==> config.mk <==
export PLATFORM = sky130hd
export DESIGN_NAME = rcs_out
export DESIGN_NICKNAME = d
export VERILOG_FILES = /design/src/hdl/rcs_pkg.sv /design/src/hdl/rcs_out.sv
export SDC_FILE = /design/constraint.sdc
export NUM_CORES = 1
export LEC_CHECK = 0
export ABC_AREA = 1
export BUFFER_PORTS_ARGS = -buffer_cell sky130_fd_sc_hd__buf_2
export CAP_MARGIN = 20
export CORE_UTILIZATION = 40
export CTS_BUF_LIST = sky130_fd_sc_hd__clkbuf_16
export CTS_CLUSTER_SIZE = 25
export DETAILED_ROUTE_END_ITERATION = 10
export PLACE_DENSITY = 0.74
export SLEW_MARGIN = 20
export SYNTH_ARGS = -nofsm -noshare
export SYNTH_HDL_FRONTEND = slang
export SYNTH_SLANG_ARGS = --single-unit
==> constraint.sdc <==
create_clock -name clk_i -period 3.9 [get_ports clk_i]
set_clock_uncertainty 0.05 [all_clocks]
set_input_delay 0.78 -clock clk_i [delete_from_list [all_inputs] [get_ports clk_i]]
set_output_delay 0.78 -clock clk_i [all_outputs]
set_load 0.02 [all_outputs]
==> src/hdl/rcs_pkg.sv <==
// ----------------------------------------------------------------------------
// rcs_pkg
// Shared types and constants for the region centroid statistics block.
// ----------------------------------------------------------------------------
package rcs_pkg;

  localparam int unsigned MaxLabelsDefault    = 64;
  localparam int unsigned MaxDimDefault       = 4096;
  localparam int unsigned FractionBitsDefault = 8;

  localparam int unsigned LabelW  = 7;
  localparam int unsigned IdW     = 6;
  localparam int unsigned AreaW   = 25;
  localparam int unsigned CentW   = 20;
  localparam int unsigned WidthW  = 13;
  localparam int unsigned CoordW  = 12;
  localparam int unsigned SumW    = 36;
  localparam logic [WidthW-1:0] WidthReset = 13'd640;

  typedef struct packed {
    logic signed [LabelW-1:0] pixel_label;
    logic                     frame_end;
  } pixel_t;

  typedef struct packed {
    logic [IdW-1:0]   region_id;
    logic [AreaW-1:0] region_area;
    logic [CentW-1:0] centroid_x;
    logic [CentW-1:0] centroid_y;
    logic             last_region;
  } result_t;

  // Classified request from the front part to the back part.
  typedef struct packed {
    logic              hit;
    logic [IdW-1:0]    label;
    logic [CoordW-1:0] col;
    logic [CoordW-1:0] row;
    logic              frame_end;
  } cmd_t;

endpackage

==> src/hdl/rcs_out.sv <==
// ----------------------------------------------------------------------------
// rcs_out
// Holds back one result so the final one of a frame can be flagged.
// ----------------------------------------------------------------------------
module rcs_out (
  input  logic             clk_i,
  input  logic             rst_ni,
  input  logic             push_i,
  input  rcs_pkg::result_t res_i,
  input  logic             flush_i,
  output logic             full_o,
  output logic             push_o,
  output rcs_pkg::result_t res_o,
  input  logic             full_i
);
  logic             held_q;
  rcs_pkg::result_t hold_q;

  // Release the held result when a newer one arrives (not last) or at flush.
  always_comb begin
    push_o = 1'b0;
    res_o  = hold_q;
    if (held_q && (push_i || flush_i)) begin
      push_o = 1'b1;
      res_o.last_region = flush_i && !push_i;
    end
    full_o = held_q && full_i;
  end

  always_ff @(posedge clk_i or negedge rst_ni) begin
    if (!rst_ni) begin
      held_q <= 1'b0;
    end else if (!full_o) begin
      if (push_i) begin
        held_q <= 1'b1;
      end else if (flush_i) begin
        held_q <= 1'b0;
      end
    end
  end

  always_ff @(posedge clk_i) begin
    if (push_i && !full_o) begin
      hold_q <= res_i;
    end
  end
endmodule
**Word level (Yosys, flattened, before mapping)**

Index checks and enable logic that the tools add are counted.

- Mux-type cells: 4
- Bitwise gates (word level): 1
- Reduce and logical (&&, ||, !) cells: 9

Operators with widths:

| operator | number |
|---|---|
| 1-bit logical AND | 4 |
| 1-bit two-way mux | 4 |
| 1-bit logical NOT | 2 |
| 2-bit AND reduction | 1 |
| 2-bit nonzero test | 1 |
| 1-bit logical OR | 1 |
| 1-bit inverter | 1 |

- Register bits after elaboration: 73
- Bits of input ports: 77
- Output and inout bits: 74
- Word-level logic and storage cells: 20

**Depth between registers and ports, before layout**

- Word-level depth: 3
- Depth in mapped cells: 4
- Mapped depth without buffers: 4

**Worst setup path after synthesis**

OpenSTA, ideal clock, no wires.

- Path kind: input -> register
- Start point: input port full_i
- End point: register hold_q[0] (netlist bit), enable pin
- Arrival: 3.946 ns
- Required time: 3.348 ns
- Path slack: -0.598 ns
- Stages: 3
- Buffers on the path: 0
- Path through: nand2_1 > inv_2 > nor2_1

- Cells in the longest elaborated chain, start to end: 3

RTL lines:

| what | RTL line | RTL |
|---|---|---|
| start, declared | rcs_out.sv:14 | `input logic full_i` |
| 1-bit logical AND | rcs_out.sv:27 | `full_o = held_q && full_i;` |
| net full_o | rcs_out.sv:11 | `output logic full_o,` |
| 1-bit logical NOT | rcs_out.sv:43 | `if (push_i && !full_o) begin` |
| 1-bit logical AND | rcs_out.sv:43 |  |
| end signal, assigned | rcs_out.sv:44 | `hold_q <= res_i;` |
| end, declared | rcs_out.sv:17 | `rcs_pkg::result_t hold_q;` |

The timed path passes the listed nets, and every way through them passes these cells.
A chain may end at the register's enable or synchronous reset.

==> run summary <==
• 6.382 mm — wire length of the first global-routing pass
• 0 ns — Final TNS setup
• 0.1195 — total track usage
• 9 — total clock buffers created by CTS
• 0.2067 — GRT met2 Usage
• 0.01370 — share of synthesized registers carrying an async set or reset
• 4 — Worst Reg2Reg Path Length in Cells
• 0 — diode count
• 568 — fill count
• met2 — grt peak-use layer
• primary input — sort of element at the start of the critical path
• 0.14 ns — Critical Path Max Stage Delay
• 13.13 µm — DR WL/cell
• 27 — 1st-iter DRT viols
• 0.003400 mm² — final non-filler cell area
• res_o[29] — FF-to-FF End
• 2.056 ns — time the worst path needs with I/O delays and setup
• 0 — number of antenna violations at the first check in global routing
• edfxtp_1 (78%), buf_4 (19%), dfrtp_1 (0.90%) — cells taking the most area after synthesis
• 0 — final setup fails
• 0 — Post-CTS Hold Fix Bufs
• 3 — number of levels in the clock H-tree
• 0 — total of cells resized after clock tree synthesis
• 2.37 ns — minimum setup slack among reg-to-reg paths
• 150 — count of buffers from port buffering
• 0.6651 — relative slew slack
• 4.359 mm — overall routed net length
• 4.151 — DR vias/cell
• edfxtp_1 (72), buf_4 (71), nand2_1 (6) — leading cell types by count after synthesis
• 0.006531 mm² — area of the core
• 3 — first-pass iteration count of the detailed router
• 1.842 ns — post-place setup slack
• 0.002776 mm² — summed instance area of the synthesized netlist
• held_q — r2r startpoint
• finished, final reports clean — result of the run
• buf_2, nand2_2, nand2_1, nand2_1, inv_1, buf_2 — cells along the critical path
• false — RSZ-0062 raised after global routing
• 2 — maximum clock path buffer count
• 73 — count of clock tree sinks
• output pin — Critical Path Sink Type
• 332 — final standard cell count with taps included and fillers excluded
• 327 — Final nets
• 1.844 ns — post-layout worst setup margin
• done — CTS tree
• edfxtp_1 — most used standard cell by instance count after synthesis
• 3.316 mm — half-perimeter wire length of the detailed placement result
• 0.4864 GHz — fmax
• 151 — number of top-level pins
• 0 — max-cap viol count
• 235 — net count after synthesis
• edfxtp_1 — cell accounting for the most synthesized area
• 1378 — via count of the routed design
• 0.05 ns — clock slew seen by the registers of the worst setup and hold paths
• 158 — synthesized instance count
• 29 — cell row count
• 0.5272 — fin crit share
• edfxtp_1 — most frequently used flop master after synthesis
• 0.4251 — effective utilization at floorplan
• 0 — number of max-slew violations in the final report
• 0 — number of warning messages in the yosys log
• 0.003113 mm² — Placed Area
• 0 — remaining number of nets flagged by the antenna check after routing
• 1.23 ns — Crit path arrival time
• 541.8 mW/mm² — Power Density
• 0.1283 — global routing met1 resource utilization
• 0 — Post-CTS Setup Bufs
• 0.04572 — GR Util met3
• clkbuf_16 — buffer type at the clock tree root
• 0.6961 — global placement routability congestion
• 0.31 ns — insertion delay to the later sink of the worst-skew pair
• 316 — Post-Place Cells
• 1375 — vias in the first global route
• 0.7787 — share of Yosys cell area claimed by the top area cell type
• 9 — number of library cell types mapped by synthesis
• 85.31 µm — Die Wd
• primary input to output pin — worst setup path category
• 0 — residual overflow from global routing
• 0.007278 mm² — die area
• 282.1 µV — Peak VDD IR
• 0.6588 — proportion of layout cells with a drive suffix above 1
• 0 — final hold viol count
• 1.479 nW — leakage power
• 17.57 µm² — mean instance size in the synthesized netlist
• primary input to async pin — Hold Path Class
• 85.31 µm — height of the chip
• 0.7877 — post-synthesis sequential area ratio
• 0 — number of DRC violations after detailed routing
• 3.07 ns — required time worst endpoint
• 73 — number of storage elements in the synthesis netlist
• 2 — Max Fanout on Critical Path
• buf_2 — slowest stage cell, crit path
• 42 — largest net degree at the start of global routing
• 22.44% — area overhead of the layout relative to synthesis
• 1.842 mW — Total Power
• 72 — number of enable flip-flop cells after synthesis
• 0.5023 ns — transition at the pin with the smallest max-transition slack
[layout by cell type, fill, tap and decap left out, drive strengths merged]
cell      instances
buf             152
bufinv            1
clkbuf            9
clkinv            4
clkinvlp          2
dfrtp             1
edfxtp           72
inv               5
nand2             7
nand3             1
nor2              1
[registers in the layout, summed over array words and instances, names as in the netlist]
signal  flops
held_q      1
hold_q      1
res_o      71
[routing by layer]
| layer | vias to the layer above | share of wire |
|---|---|---|
| met5 | - | 0 |
| met4 | 0 | 0.0055 |
| met3 | 2 | 0.087 |
| met2 | 80 | 0.52 |
| met1 | 634 | 0.39 |
| li1 | 662 | - |
[layout make-up]
class / instances / area (µm²) / area share
Clock buffer: 9 / 225.2 / 0.06625
Clock inverter: 7 / 61.31 / 0.01803
Inverter: 5 / 18.77 / 0.005521
Multi-Input combinational cell: 9 / 45.04 / 0.01325
Sequential cell: 73 / 2187 / 0.6434
Tap cell: 77 / 96.34 / 0.02834
Timing Repair Buffer: 152 / 765.7 / 0.2252
[worst max-delay path by stage]
stage                      endpoint    start  cells after the start  slack, ns
after global placement     res_o[0]  flush_i                      6       1.85
after global routing       res_o[0]  flush_i                      6       1.79
after detailed placement   res_o[0]  flush_i                      6       1.84
final                      res_o[0]  flush_i                      6       1.84
after floorplan           hold_q[0]   full_i                      3       0.62
after CTS                  res_o[0]  flush_i                      6       1.84
[worst max-delay path, delay by kind of cell]
kind,cells,cell delay [ns]
and+or+nand+nor,3,0.16
buffers and inverters,3,0.28
[power breakdown]
group	switching [mW]	total [mW]	internal [mW]	leakage, nW
clock	0.280	0.767	0.486	0.134
combinational	0.0971	0.153	0.0562	0.654
sequential	0.00903	0.922	0.913	0.691
total	0.386	1.84	1.46	1.48
[cell families after synthesis]
| group | synth area share |
|---|---|
| DFF | 0.7877 |
| and+or+nand+nor | 0.01352 |
| buffers and inverters | 0.1987 |
[metrics by stage]
| step | hold slack [ns] | util |
|---|---|---|
| 6_report | 0.1836 | 0.5205 |
| 5_1_grt | 0.1711 | 0.5205 |
| 4_1_cts | 0.1715 | 0.5205 |
| 3_5_place_dp | 0.4955 | 0.4766 |
| 3_3_place_gp | 0.4894 | 0.4766 |
| 2_1_floorplan | 0.4344 | - |
No activity file was read; power rests on OpenSTA's default activity.
