### src/hdl/rcs_queue.sv
// ----------------------------------------------------------------------------
// rcs_queue
// Small FIFO, used as the request queue between front and back and as the result queue.
// ----------------------------------------------------------------------------
module rcs_queue #(
  parameter int unsigned DEPTH = 4,
  parameter int unsigned W     = 8
) (
  input  logic         clk_i,
  input  logic         rst_ni,
  input  logic         push_i,
  input  logic [W-1:0] data_i,
  output logic         full_o,
  input  logic         pop_i,
  output logic [W-1:0] data_o,
  output logic         empty_o
);
  localparam int unsigned AW = $clog2(DEPTH);

  logic [W-1:0]  mem_q [DEPTH];
  logic [AW-1:0] wr_q, rd_q;
  logic [AW:0]   cnt_q;

  assign full_o  = (cnt_q == (AW+1)'(DEPTH));
  assign empty_o = (cnt_q == '0);
  assign data_o  = mem_q[rd_q];

  always_ff @(posedge clk_i) begin
    if (push_i && !full_o) begin
      mem_q[wr_q] <= data_i;
    end
  end

  always_ff @(posedge clk_i or negedge rst_ni) begin
    if (!rst_ni) begin
      wr_q  <= '0;
      rd_q  <= '0;
      cnt_q <= '0;
    end else begin
      if (push_i && !full_o) begin
        wr_q <= (wr_q == AW'(DEPTH-1)) ? '0 : wr_q + 1'b1;
      end
      if (pop_i && !empty_o) begin
        rd_q <= (rd_q == AW'(DEPTH-1)) ? '0 : rd_q + 1'b1;
      end
      cnt_q <= cnt_q + (AW+1)'(push_i && !full_o) - (AW+1)'(pop_i && !empty_o);
    end
  end
endmodule

### config.mk
export PLATFORM = sky130hd
export DESIGN_NAME = rcs_queue
export DESIGN_NICKNAME = d
export VERILOG_FILES = /design/src/hdl/rcs_queue.sv
export SDC_FILE = /design/constraint.sdc
export NUM_CORES = 1
export LEC_CHECK = 0
export BUFFER_PORTS_ARGS = -buffer_cell sky130_fd_sc_hd__buf_4
export CAP_MARGIN = 5
export CORE_UTILIZATION = 45
export CTS_BUF_LIST = sky130_fd_sc_hd__clkbuf_4 sky130_fd_sc_hd__clkbuf_8
export DETAILED_ROUTE_END_ITERATION = 8
export GPL_TIMING_DRIVEN = 0
export PLACE_DENSITY = 0.66
export REMOVE_ABC_BUFFERS = 1
export SYNTH_ARGS = -nofsm -noshare
export SYNTH_HDL_FRONTEND = slang
export SYNTH_SLANG_ARGS = --single-unit
### constraint.sdc
create_clock -name clk_i -period 3.5 [get_ports clk_i]
set_input_delay 0.7 -clock clk_i [delete_from_list [all_inputs] [get_ports clk_i]]
set_output_delay 0.7 -clock clk_i [all_outputs]
set_load 0.02 [all_outputs]
# After elaboration in Yosys (flattened, before gate mapping)
# Memories as Yosys holds them, arrays and structs flattened.
# Index checks and enable logic that the tools add are counted.
# W data, S select, Z words.
[op_classes] add_sub_neg=4 mul=0 div_mod_pow=0 order_cmp=0 n_eq_ne=3 shifts=0 mux=4 bitwise_logic=0 reduce_logical=5
[ops] cell="$add A2 B1 Y2 const B" count=2
[ops] cell="$eq A2 B2 Y1 const B" count=2
[ops] cell="$mux W2" count=2
[ops] cell="$add A3 B1 Y3" count=1
[ops] cell="$eq A3 B3 Y1 const B" count=1
[ops] cell="$logic_not A3 Y1" count=1
[ops] cell="$sub A3 B1 Y3" count=1
[ops] cell="$logic_and A1 B1 Y1" count=2
[ops] cell="$logic_not A1 Y1" count=2
[ops] cell="$mux W1" count=2
[word_totals] reg_bits=7 latchBits=0 mem_bits_rw=32 mem_bits_ro=0 in_bits=12 mem_count=1
[mem_list] memory="mem_q" depth=4 width=8 rd=1 rd_ports_with_merged_regs=0 write_ports=1 line_no="20" rtl="logic [W-1:0] mem_q [DEPTH];"

# Logic depth before layout (Yosys ltp)
[logic_depth] word_depth=5 ltp_mapped=9 mapped_depth_nobuf=9

# Least setup slack after synthesis
# Ideal clock, no wire load.
[synth_path] kind="register -> register" from="register cnt_q[1]" to="register cnt_q[2]" setup_time_ns=0.123 arrival_ns=2.161 t_required_ns=3.377 path_slack_ns=1.216 stages_incl_launch_ff=10 path_buffers=0 period_less_slack_ns=2.284 cell_sequence="dfrtp_1 > nor3_2 > nand2b_4 > inv_1 > ha_1 > inv_1 > ha_1 > fa_1 > xor2_1 > xnor2_1"
[synth_between] word_cells_on_any_way=8 classes_between="add/sub (2); eq/ne (1); reduce/logical (5)"
[synth_rtl] item="from (decl)" line_no="22" rtl="logic [AW:0] cnt_q;"
[synth_rtl] item="from (signal assigned)" line_no="46" rtl="cnt_q <= cnt_q + (AW+1)'(push_i && !full_o) - (AW+1)'(pop_i && !empty_o);"
[synth_rtl] item="$logic_not A3 Y1" line_no="25" rtl="assign empty_o = (cnt_q == '0);"
[synth_rtl] item="via empty_o" line_no="16" rtl="output logic empty_o"
[synth_rtl] item="$logic_not A1 Y1" line_no="46"
[synth_rtl] item="$logic_and A1 B1 Y1" line_no="46"
[synth_rtl] item="$sub A3 B1 Y3" line_no="46"
# The timed path passes the listed nets, and every way through them passes these cells.
# A chain may end at the register's enable or synchronous reset.

# Worst setup path in the final report
[layout_path] from="register rd_q[0]" to="output data_o[6]"
[layout_between] elab_chain_cells=1
[layout_rtl] item="from (decl)" line_no="21" rtl="logic [AW-1:0] wr_q, rd_q;"
[layout_rtl] item="from (signal assigned)" line_no="44" rtl="rd_q <= (rd_q == AW'(DEPTH-1)) ? '0 : rd_q + 1'b1;"
[layout_rtl] item="$mem_v2 Z4 W8"
[layout_rtl] item="to (decl)" line_no="15" rtl="output logic [W-1:0] data_o,"
# No other way between the ends.

==> impl_metrics.json <==
{
  "worst_path_largest_cell_delay_ns": 0.73,
  "cts-buffers-inserted": 5,
  "worstReg2RegStart": "cnt_q[1]",
  "clock_sinks": 39,
  "die_area_mm2": 0.00384,
  "grt_first_pass_wirelength_mm": 3.53,
  "cts_hold_buffers": 0,
  "rsz0062_at_grt": "no",
  "leakage_power_of_the_design_nw": 0.745,
  "rows": 21,
  "critPathLaunchType": "flip-flop",
  "post_route_cells_drive_above_1_share_pct": 43.5,
  "finish.net_count": 127,
  "post_synth_inst_count": 81,
  "clock_pin_slew_of_the_registers_on_the_worst_case_setup_and_hold_paths_ns": 0.11,
  "worstPathMaxFanout": 11,
  "clk_root_buffer_cell": "clkbuf_4",
  "place.gp.congestion": 0.614,
  "final_cell_area_mm2": 0.00193,
  "first_pass_iters": 4,
  "dr_total_vias": 772,
  "ys_ff_latch": 39,
  "boundaryPins": 22,
  "footprint_of_the_multi_input_gates_um2": 447,
  "dp.final_hpwl_mm": 1.68,
  "post_dp_cell_area_mm2": 0.00182,
  "synth.yosys.warnings": 0,
  "num-fill-cells": 273,
  "post-route-period-util_pct": 72.0,
  "clock_insertion_delay_worst_skew_ns": 0.34,
  "r2r_slack_ns": 1.33,
  "worst_pin_slew_ns": 0.582,
  "remaining_drc_errors": 0,
  "cp.buffers_inverters": 1,
  "h-tree-depth": 2,
  "critical_path_end": "data_o[6]",
  "timing.setup.tns_ns": 0,
  "drt_first_iter_violations": 13,
  "sequential_share_of_the_synthesized_area_pct": 70.2,
  "synthToLayoutAreaGrowth_pct": 19.3,
  "floorplan.core_area_mm2": 0.00339,
  "mappedNetlistArea_mm2": 0.00162,
  "io_buffer_count": 21,
  "worst-path-stages": 2,
  "wire_per_inst_um": 15.7,
  "avgViaCountPerCell": 5.01,
  "max-cap-violations": 0,
  "fmax_mhz": 397,
  "vias_in_the_first_global_route": 753,
  "data_arrival_time_at_the_worst_slack_endpoint_ns": 1.82,
  "tritoncts_clock_tree": "built",
  "timing.clock.skew_ns": 0.0115,
  "period_needed_ns": 2.52,
  "reg2reg_depth": 9,
  "number_of_antenna_violations_at_the_first_check_in_global_routing": 0,
  "grt_max_degree": 13,
  "timing.max_slew.rel_slack_pct": 61.2,
  "status": "completed",
  "layout.area.seq_mm2": 0.00114,
  "postCtsSetupRepairBufs": 0,
  "global_route_total_usage_across_every_layer_pct": 14.5,
  "grt_overflow": 0,
  "yosysUniqueCellTypes": 21,
  "crit_path_start": "rd_q[0]",
  "timing.rr.end": "cnt_q[2]",
  "slew_violations": 0,
  "initial_core_util_pct": 47.7,
  "slowest_stage_cell_on_the_critical_path": "dfrtp_1",
  "final_hold_fails": 0,
  "synthesis.area_per_instance_um2": 20.0,
  "power.ir.vdd_worst_v": 0.000395,
  "wl_mm": 2.41,
  "worst_setup_path_category": "flip-flop to output port",
  "maximum_root_to_sink_buffer_count": 2,
  "end_kind": "output port",
  "cp.required_ns": 2.80,
  "final-setup-viol-count": 0,
  "timing.critical_path.max_delay_family": "flip-flops",
  "timing.critical_path.cells": "mux4_2 > buf_4",
  "num_antenna_cells": 0,
  "die_height_um": 62.0,
  "ctsResizeCount": 0,
  "ant_nets": 0,
  "power_per_cell_area_mw_per_mm2": 866,
  "min-delay-path-class": "input port to async pin",
  "chip_width_um": 62.0
}
==> registers in the layout, indices dropped and copies added, names as in the netlist <==
name,cells
mem_q,32
cnt_q,3
rd_q,2
wr_q,2
==> placed cells by master (no fill, tap or decap) <==
cell type	instances
edfxtp_1	32
buf_4	21
mux4_2	8
inv_1	7
ha_1	7
dfrtp_1	7
clkbuf_4	6
and2_2	4
nor2_1	2
bufinv_16	2
nor3_2	1
nor3b_4	1
xor2_1	1
xnor2_1	1
nor2b_4	1
nand2b_4	1
mux2_1	1
mux2_4	1
mux2_2	1
nand2_1	1
o22ai_1	1
fa_1	1
==> cell usage after synthesis (all sizes together) <==
cell type / count / share of area [%]
edfxtp: 32 / 59
mux4: 8 / 11
dfrtp: 7 / 11
ha: 7 / 5.4
inv: 7 / 1.6
and2: 4 / 1.9
mux2: 3 / 2.3
nor2: 2 / 0.46
buf: 1 / 0.31
clkbuf: 1 / 0.23
fa: 1 / 1.2
nand2: 1 / 0.23
nand2b: 1 / 0.85
nor2b: 1 / 0.85
nor3: 1 / 0.62
nor3b: 1 / 1.2
o22ai: 1 / 0.39
xnor2: 1 / 0.54
xor2: 1 / 0.54
==> how the worst min path moves through the flow <==
stage | slack (ns) | to | start | cells past startpoint
2_1_floorplan | 0.40 | cnt_q[0] | rst_ni | 0
3_3_place_gp | 0.51 | cnt_q[2] | cnt_q[2] | 1
3_5_place_dp | 0.52 | cnt_q[2] | rst_ni | 1
4_1_cts | 0.15 | wr_q[1] | rst_ni | 1
5_1_grt | 0.14 | wr_q[1] | rst_ni | 1
6_report | 0.16 | rd_q[0] | rst_ni | 1
==> kinds of logic after synthesis <==
logic type | after synthesis | share of synthesized area (%)
AND/OR/NAND/NOR | 11 | 6.03
flip-flops | 39 | 70.2
adder cells (fa/ha/maj) | 8 | 6.65
XOR/XNOR | 2 | 1.08
multiplexers | 11 | 13.5
AO/OA/AOI/OAI | 1 | 0.387
buffers and inverters | 9 | 2.17
==> cell type report <==
cell class / instances / share of cell area [%]
inverters: 7 / 1.36
well taps: 46 / 2.98
flip-flops and latches: 39 / 58.9
clock buffers: 6 / 2.33
multi-input cells: 33 / 23.2
clock inverters: 2 / 3.11
repair buffers: 21 / 8.17
==> per-layer routing <==
metal,GRT usage [%],vias up,wire (µm)
met2,25.2,21,1300
met1,15.5,392,960
met5,0,-,0
li1,-,357,-
met4,6.67,0,20
met3,5.38,2,129
==> stage by stage <==
step	setup slack [ns]	total power, mW	hold WS (ns)	std cells	utilization [%]
final	0.979	1.67	0.155	154	56.9
after global routing	0.828	1.78	0.141	154	56.9
after global placement	1.19	1.30	0.514	146	53.8
after CTS	0.900	1.70	0.147	154	56.9
after floorplan	1.22	1.12	0.404	79	-
after detailed placement	1.14	1.33	0.522	146	53.8
==> report_power, final <==
part,internal [mW],switching [mW],leakage (nW)
clock,0.231,0.141,0.0559
sequential,0.626,0.109,0.376
combinational,0.300,0.263,0.313
(Power assumes the default switching activity.)
