===== config.mk =====
export PLATFORM = sky130hd
export DESIGN_NAME = rcs_front
export DESIGN_NICKNAME = d
export VERILOG_FILES = /design/src/hdl/rcs_pkg.sv /design/src/hdl/rcs_front.sv
export SDC_FILE = /design/constraint.sdc
export NUM_CORES = 1
export LEC_CHECK = 0
export ABC_CLOCK_PERIOD_IN_PS = 5700
export CORE_MARGIN = 4
export CORE_UTILIZATION = 65
export DETAILED_ROUTE_END_ITERATION = 8
export DONT_BUFFER_PORTS = 1
export GPL_ROUTABILITY_DRIVEN = 1
export MAX_ROUTING_LAYER = met4
export PLACE_DENSITY = 0.81
export SYNTH_ARGS = -nofsm -noshare
export SYNTH_HDL_FRONTEND = slang
export SYNTH_SLANG_ARGS = --single-unit

===== constraint.sdc =====
create_clock -name clk_i -period 5.7 [get_ports clk_i]
set_input_delay 1.14 -clock clk_i [delete_from_list [all_inputs] [get_ports clk_i]]
set_output_delay 1.14 -clock clk_i [all_outputs]
set_load 0.005 [all_outputs]

===== src/hdl/rcs_pkg.sv =====
// ----------------------------------------------------------------------------
// rcs_pkg
// Shared types and constants for the region centroid statistics block.
// ----------------------------------------------------------------------------
package rcs_pkg;

  localparam int unsigned MaxLabelsDefault    = 64;
  localparam int unsigned MaxDimDefault       = 4096;
  localparam int unsigned FractionBitsDefault = 8;

  localparam int unsigned LabelW  = 7;
  localparam int unsigned IdW     = 6;
  localparam int unsigned AreaW   = 25;
  localparam int unsigned CentW   = 20;
  localparam int unsigned WidthW  = 13;
  localparam int unsigned CoordW  = 12;
  localparam int unsigned SumW    = 36;
  localparam logic [WidthW-1:0] WidthReset = 13'd640;

  typedef struct packed {
    logic signed [LabelW-1:0] pixel_label;
    logic                     frame_end;
  } pixel_t;

  typedef struct packed {
    logic [IdW-1:0]   region_id;
    logic [AreaW-1:0] region_area;
    logic [CentW-1:0] centroid_x;
    logic [CentW-1:0] centroid_y;
    logic             last_region;
  } result_t;

  // Classified request from the front part to the back part.
  typedef struct packed {
    logic              hit;
    logic [IdW-1:0]    label;
    logic [CoordW-1:0] col;
    logic [CoordW-1:0] row;
    logic              frame_end;
  } cmd_t;

endpackage


===== src/hdl/rcs_front.sv =====
// ----------------------------------------------------------------------------
// rcs_front
// Tracks column and row, classifies labels and forms the requests for a queue.
// ----------------------------------------------------------------------------
module rcs_front #(
  parameter int unsigned MAX_LABELS = rcs_pkg::MaxLabelsDefault,
  parameter int unsigned MAX_DIM    = rcs_pkg::MaxDimDefault
) (
  input  logic                          clk_i,
  input  logic                          rst_ni,
  input  logic [rcs_pkg::WidthW-1:0]    width_i,
  input  logic                          valid_i,
  input  rcs_pkg::pixel_t               pixel_i,
  output rcs_pkg::cmd_t                 cmd_o
);
  logic [rcs_pkg::CoordW-1:0] col_q, col_d, row_q, row_d;
  logic [rcs_pkg::WidthW-1:0] eff_w;
  logic [rcs_pkg::WidthW-1:0] col_next;
  logic [rcs_pkg::LabelW-1:0] max_lab;
  logic                       in_range;

  assign max_lab  = rcs_pkg::LabelW'(MAX_LABELS);
  assign in_range = (pixel_i.pixel_label > 0) &&
                    ($unsigned(pixel_i.pixel_label) < max_lab);

  always_comb begin
    if (width_i == '0 || width_i > rcs_pkg::WidthW'(MAX_DIM)) begin
      eff_w = rcs_pkg::WidthW'(MAX_DIM);
    end else begin
      eff_w = width_i;
    end
    col_next = rcs_pkg::WidthW'(col_q) + 1'b1;
    col_d = col_q;
    row_d = row_q;
    if (valid_i) begin
      if (pixel_i.frame_end) begin
        col_d = '0;
        row_d = '0;
      end else if (col_next >= eff_w) begin
        col_d = '0;
        // wrap the row counter at the maximum dimension
        row_d = (row_q == rcs_pkg::CoordW'(MAX_DIM-1)) ? '0 : row_q + 1'b1;
      end else begin
        col_d = col_next[rcs_pkg::CoordW-1:0];
      end
    end
  end

  always_ff @(posedge clk_i or negedge rst_ni) begin
    if (!rst_ni) begin
      col_q <= '0;
      row_q <= '0;
    end else begin
      col_q <= col_d;
      row_q <= row_d;
    end
  end

  assign cmd_o.hit       = in_range;
  assign cmd_o.label     = pixel_i.pixel_label[rcs_pkg::IdW-1:0];
  assign cmd_o.col       = col_q;
  assign cmd_o.row       = row_q;
  assign cmd_o.frame_end = pixel_i.frame_end;
endmodule


# After elaboration in Yosys (flattened, before gate mapping)
# Index checks and enable logic that the tools add are counted.
# W data, S select, Z words.
# op_classes
n_addsub	2
n_lt_le_gt_ge	4
eq_ne	1
n_mux	6
reduce_logical	5
# ops
cell	n
$mux W12	5
$add A12 B1 Y13 const B	1
$ge A13 B13 Y1	1
$gt A13 B13 Y1 const B	1
$logic_not A13 Y1	1
$mux W13	1
$add A12 B1 Y12 const B	1
$eq A12 B12 Y1 const B	1
$gt A7 B1 Y1 const B	1
$lt A7 B7 Y1 const B	1
$reduce_and A2 Y1	1
$reduce_bool A2 Y1	1
$logic_and A1 B1 Y1	1
$logic_or A1 B1 Y1	1
# totals
register_bits	24
input_bits	24
wordCells	20

# Logic depth before layout (Yosys ltp)
# logic_depth
word_depth	6
mapped_depth	13
mapped_depth_nobuf	12

# Worst setup path after synthesis
# No wires, ideal clock.
# synth_path
path_type	input to register
startpoint	input width_i[12] in the netlist's numbering
endpoint	register row_q[6] in the netlist's numbering
setup_ps	69
arrival_time_ps	2873
required_ps	5631
path_slack_ps	2757
path_stages	9
path_cell_list	clkbuf_1 -> nand2b_1 -> ha_1 -> o2111ai_1 -> and3_4 -> nor3b_4 -> a22oi_4 -> or4_1 -> nand3_1
# synth_via
elab_chain_len	6
elab_cells_between_ends	7
# synth_rtl
item	line_no	source
from (decl)	rcs_front.sv:11	input logic [rcs_pkg::WidthW-1:0] width_i,
$gt A13 B13 Y1 / $logic_not A13 Y1 (equally long branches)	rcs_front.sv:27	if (width_i == '0 || width_i > rcs_pkg::WidthW'(MAX_DIM)) begin
$logic_or A1 B1 Y1	rcs_front.sv:27	
$mux W13 (*)	rcs_front.sv:27	
$ge A13 B13 Y1 (*)	rcs_front.sv:39	end else if (col_next >= eff_w) begin
$reduce_bool A2 Y1 (no source line) (*)	-	
$reduce_and A2 Y1 (no source line) (*)	-	
to (signal assigned)	rcs_front.sv:55	row_q <= row_d;
to (decl)	rcs_front.sv:16	logic [rcs_pkg::CoordW-1:0] col_q, col_d, row_q, row_d;
# Mark *: on every way between the ends. The rest lies on a longest branch, timed or not.
# A chain may end at the register's enable or synchronous reset.

# Final worst setup path
# layout_path
startpoint	register col_q[0] in the netlist's numbering
endpoint	register col_q[8] in the netlist's numbering
# layout_via
elab_chain_len	4
# layout_rtl
item	line_no	source
from (decl)	rcs_front.sv:16	
from (signal assigned)	rcs_front.sv:54	col_q <= col_d;
$add A12 B1 Y13 (*)	rcs_front.sv:32	col_next = rcs_pkg::WidthW'(col_q) + 1'b1;
$ge A13 B13 Y1	rcs_front.sv:39	
$mux W12 (*)	rcs_front.sv:39	
$mux W12 (*)	rcs_front.sv:36	if (pixel_i.frame_end) begin
# Marks and branches as above.

==> impl_metrics.py <==
metrics = {
    "run_status": {
        "run_status": "complete, no violations",
    },
    "die": {
        "die-area_sq_um": 3780,
        "initial_utilization_pct": 67.5,
        "fp-row-count": 19,
        "core_area_sq_um": 2760,
        "die_y_microns": 61.5,
        "ioPinCount": 56,
        "die-width_microns": 61.5,
    },
    "timing": {
        "min_period_ns": 3.21,
        "timing_worst_slew_pin_value_ns": 0.477,
        "setup_ws_ns": 2.49,
        "finalClockSkew_ns": 0.00984,
        "period_share_pct": 56.3,
        "fin_tns_setup_ns": 0,
        "setup_repair_after_global_routing_missed_its_margin": "no",
        "timing.hold.ws_ns": 0.492,
        "maxSlewHeadroom_pct": 67.8,
        "max_freq_ghz": 0.312,
        "setup_viol": 0,
        "finalHoldViolCount": 0,
        "drv_slew": 0,
    },
    "cts": {
        "cts_tree": "done",
        "clk_pin_slew_worst_paths_ns": 0.13,
        "cts.sinks": 24,
        "cts.path.max_buffers": 2,
        "cts_max_level": 1,
        "worst_skew_pair.late_latency_ns": 0.32,
        "post_cts.repair.setup_buffers": 0,
        "root_cell_of_the_clock_tree": "clkbuf_4",
        "cts_buffers": 3,
        "ctsResizeCount": 0,
        "holdBufCountCts": 0,
    },
    "critical_path": {
        "cp_data_arrival_time_ns": 3.46,
        "reg2reg_from": "col_q[0]",
        "reg2reg_to": "col_q[8]",
        "path_class": "reg -> reg",
        "worst_r2r_path_depth": 12,
        "worst_setup_path_end_kind": "flip-flop",
        "largest_fanout_on_the_critical_path": 8,
        "worst-endpoint-required_ns": 5.95,
        "cp-endpoint": "col_q[8]",
        "ff2ff_setup_slack_ns": 2.49,
        "critical_path_start": "col_q[0]",
        "setup.worst_path.start_class": "flip-flop",
    },
    "synthesis": {
        "synth_edf_count": 0,
        "synthFlopType": "dfrtp_1",
        "synthesis.yosys.warnings": 0,
        "adder_cell_share_of_the_synthesized_area_pct": 10.1,
        "synth_seq_area_share_pct": 32.3,
        "netlist-cell-type-count": 46,
        "number_of_register_bits_inferred_by_synthesis": 24,
        "synth-xor-area-share_pct": 4.24,
        "synthSimpleGateAreaFrac_pct": 28.7,
        "syn-cell-area_sq_um": 1860,
        "synth_top_family_by_area": "simple AND/OR/NAND/NOR gates",
        "post_synth_mux_area_share_pct": 0.538,
        "postSynthCellCount": 218,
        "synthesis.area_per_instance_sq_um": 8.53,
        "async_reset_ff_share_pct": 100,
        "post_synthesis_compound_gate_area_fraction_pct": 17.8,
        "mappedNetlistNets": 257,
    },
    "min_path": {
        "worstHoldPathType": "in -> async",
    },
    "place": {
        "dp_worst_setup_slack_ns": 2.56,
        "numPortBuffers": 0,
        "gp_congestion": 0.846,
        "hpwlAfterDp_microns": 3190,
    },
    "grt": {
        "grt_use_met3_pct": 5.87,
        "global_route.usage.met2_pct": 38.9,
        "grt_util_met1_pct": 27.9,
        "grt-busiest-layer": "met2",
        "grt_antenna_before_repair": 0,
        "grt_usage_pct": 22.9,
        "grt_start_max_net_pins": 28,
        "first_global_vias": 1447,
        "wire_length_of_the_first_global_routing_pass_microns": 6350,
        "gr-total-overflow": 0,
    },
    "power_and_ir_drop": {
        "total_power_uw": 338,
        "power.density_cell_area_nw_per_um2": 184,
        "p_leak_uw": 0.000775,
        "worst_ir_drop_vdd_mv": 0.220,
    },
    "route": {
        "remaining_drc_errors": 0,
        "route.vias.total": 1602,
        "postRouteAntennaNets": 0,
        "wire_per_inst_microns": 17.2,
        "first_iter_violations": 97,
        "detail_route.wirelength_microns": 4090,
        "detailedRoute.firstPassIterationCount": 4,
        "post_drt_via_cell_ratio": 6.73,
    },
    "finish": {
        "regArea_sq_um": 601,
        "final_layout_size_suffix_gt1_share_pct": 5.31,
        "n_fill_cell": 244,
        "final_nets": 248,
        "area_delta_synth_final_pct": -1.28,
        "multi_input_comb_area_sq_um": 1140,
        "antenna_cells_inserted": 0,
    },
    "flow_run": {
        "cap_viol_max_count": 0,
    },
}
## flip-flops by register name, indices dropped and copies added, names as in the netlist
register / count
col_q: 12
row_q: 12
## report_power, final
group          leakage, uW  internal (uW)  switching, uW  total (uW)
combinational     0.000439           28.9           33.5        62.4
clock            0.0000138           24.8           48.9        73.6
sequential        0.000322            181           20.5         202
## per-layer routing
layer	routed length [microns]	part of all wire, %
met5	0	0
met2	2040	50
met3	292	7.1
met4	26	0.64
met1	1730	42
## cells by family after synthesis
group	after synthesis
xor+xnor	9
compound gates	50
buf+inv	23
fa+ha+maj	15
simple gates	96
mux	1
flops	24
## placed cells by master (no fill, tap or decap), types with 2 or more instances in the layout
master,n
nor4_1,5
nand3_1,17
nor2_1,11
and2_1,2
nand2b_1,13
a21oi_1,4
or4_1,2
nand2_1,21
clkbuf_4,3
nand3b_1,4
nor3_1,2
nand4_1,6
and4_1,2
xnor2_1,8
and3_1,3
o31ai_1,3
dfrtp_1,24
nor2b_1,2
o21ai_0,24
o22ai_1,4
inv_1,9
ha_1,15
o2bb2ai_1,2
## synth_stat cells (3+ instances only)
cell type	n	area (sq um)
dfrtp_1	24	601
o21ai_0	24	120
nand2_1	21	78.8
nand3_1	17	85.1
ha_1	15	188
nand2b_1	13	81.3
nor2_1	11	41.3
inv_1	9	33.8
buf_4	8	60.1
xnor2_1	8	70.1
nand4_1	6	37.5
nor4_1	5	31.3
a21oi_1	4	20.0
clkbuf_1	4	15.0
nand3b_1	4	30.0
o22ai_1	4	25.0
and3_1	3	18.8
o31ai_1	3	22.5
## cell type report
class                           count  area share [%]
Clock buffer                        3            1.23
Tap cell                           31            2.11
Inverter                            9            1.84
Multi-Input combinational cell    171            62.1
Sequential cell                    24            32.7
## how the worst min path moves through the flow
stage / startpoint / end / slack (ns) / cells after the start
after floorplan: row_q[9] / row_q[9] / 0.50 / 1
after global placement: row_q[9] / row_q[9] / 0.54 / 1
after detailed placement: row_q[9] / row_q[9] / 0.55 / 1
after CTS: rst_ni / row_q[9] / 0.49 / 0
after global routing: rst_ni / row_q[9] / 0.47 / 0
final: rst_ni / row_q[7] / 0.49 / 0
## stage by stage
stage          util, %  instances  instance area [sq um]
4_1_cts           66.6        238                   1840
2_1_floorplan        -        218                   1860
6_report          66.6        238                   1840
3_3_place_gp      65.8        235                   1810
3_5_place_dp      65.8        235                   1810
5_1_grt           66.6        238                   1840
## worst max-delay path, stage by stage (launching register included)
cell	delay (ns)
dfrtp_1	0.51
ha_1	0.33
nand4_1	0.20
nor2_1	0.22
nand2_1	0.10
nand2_1	0.08
ha_1	0.26
a21oi_1	0.21
nand2_1	0.08
a311o_1	0.37
a21oi_2	0.40
nand2_1	0.19
o2bb2ai_1	0.19
Power figures use the tool's default switching activity.
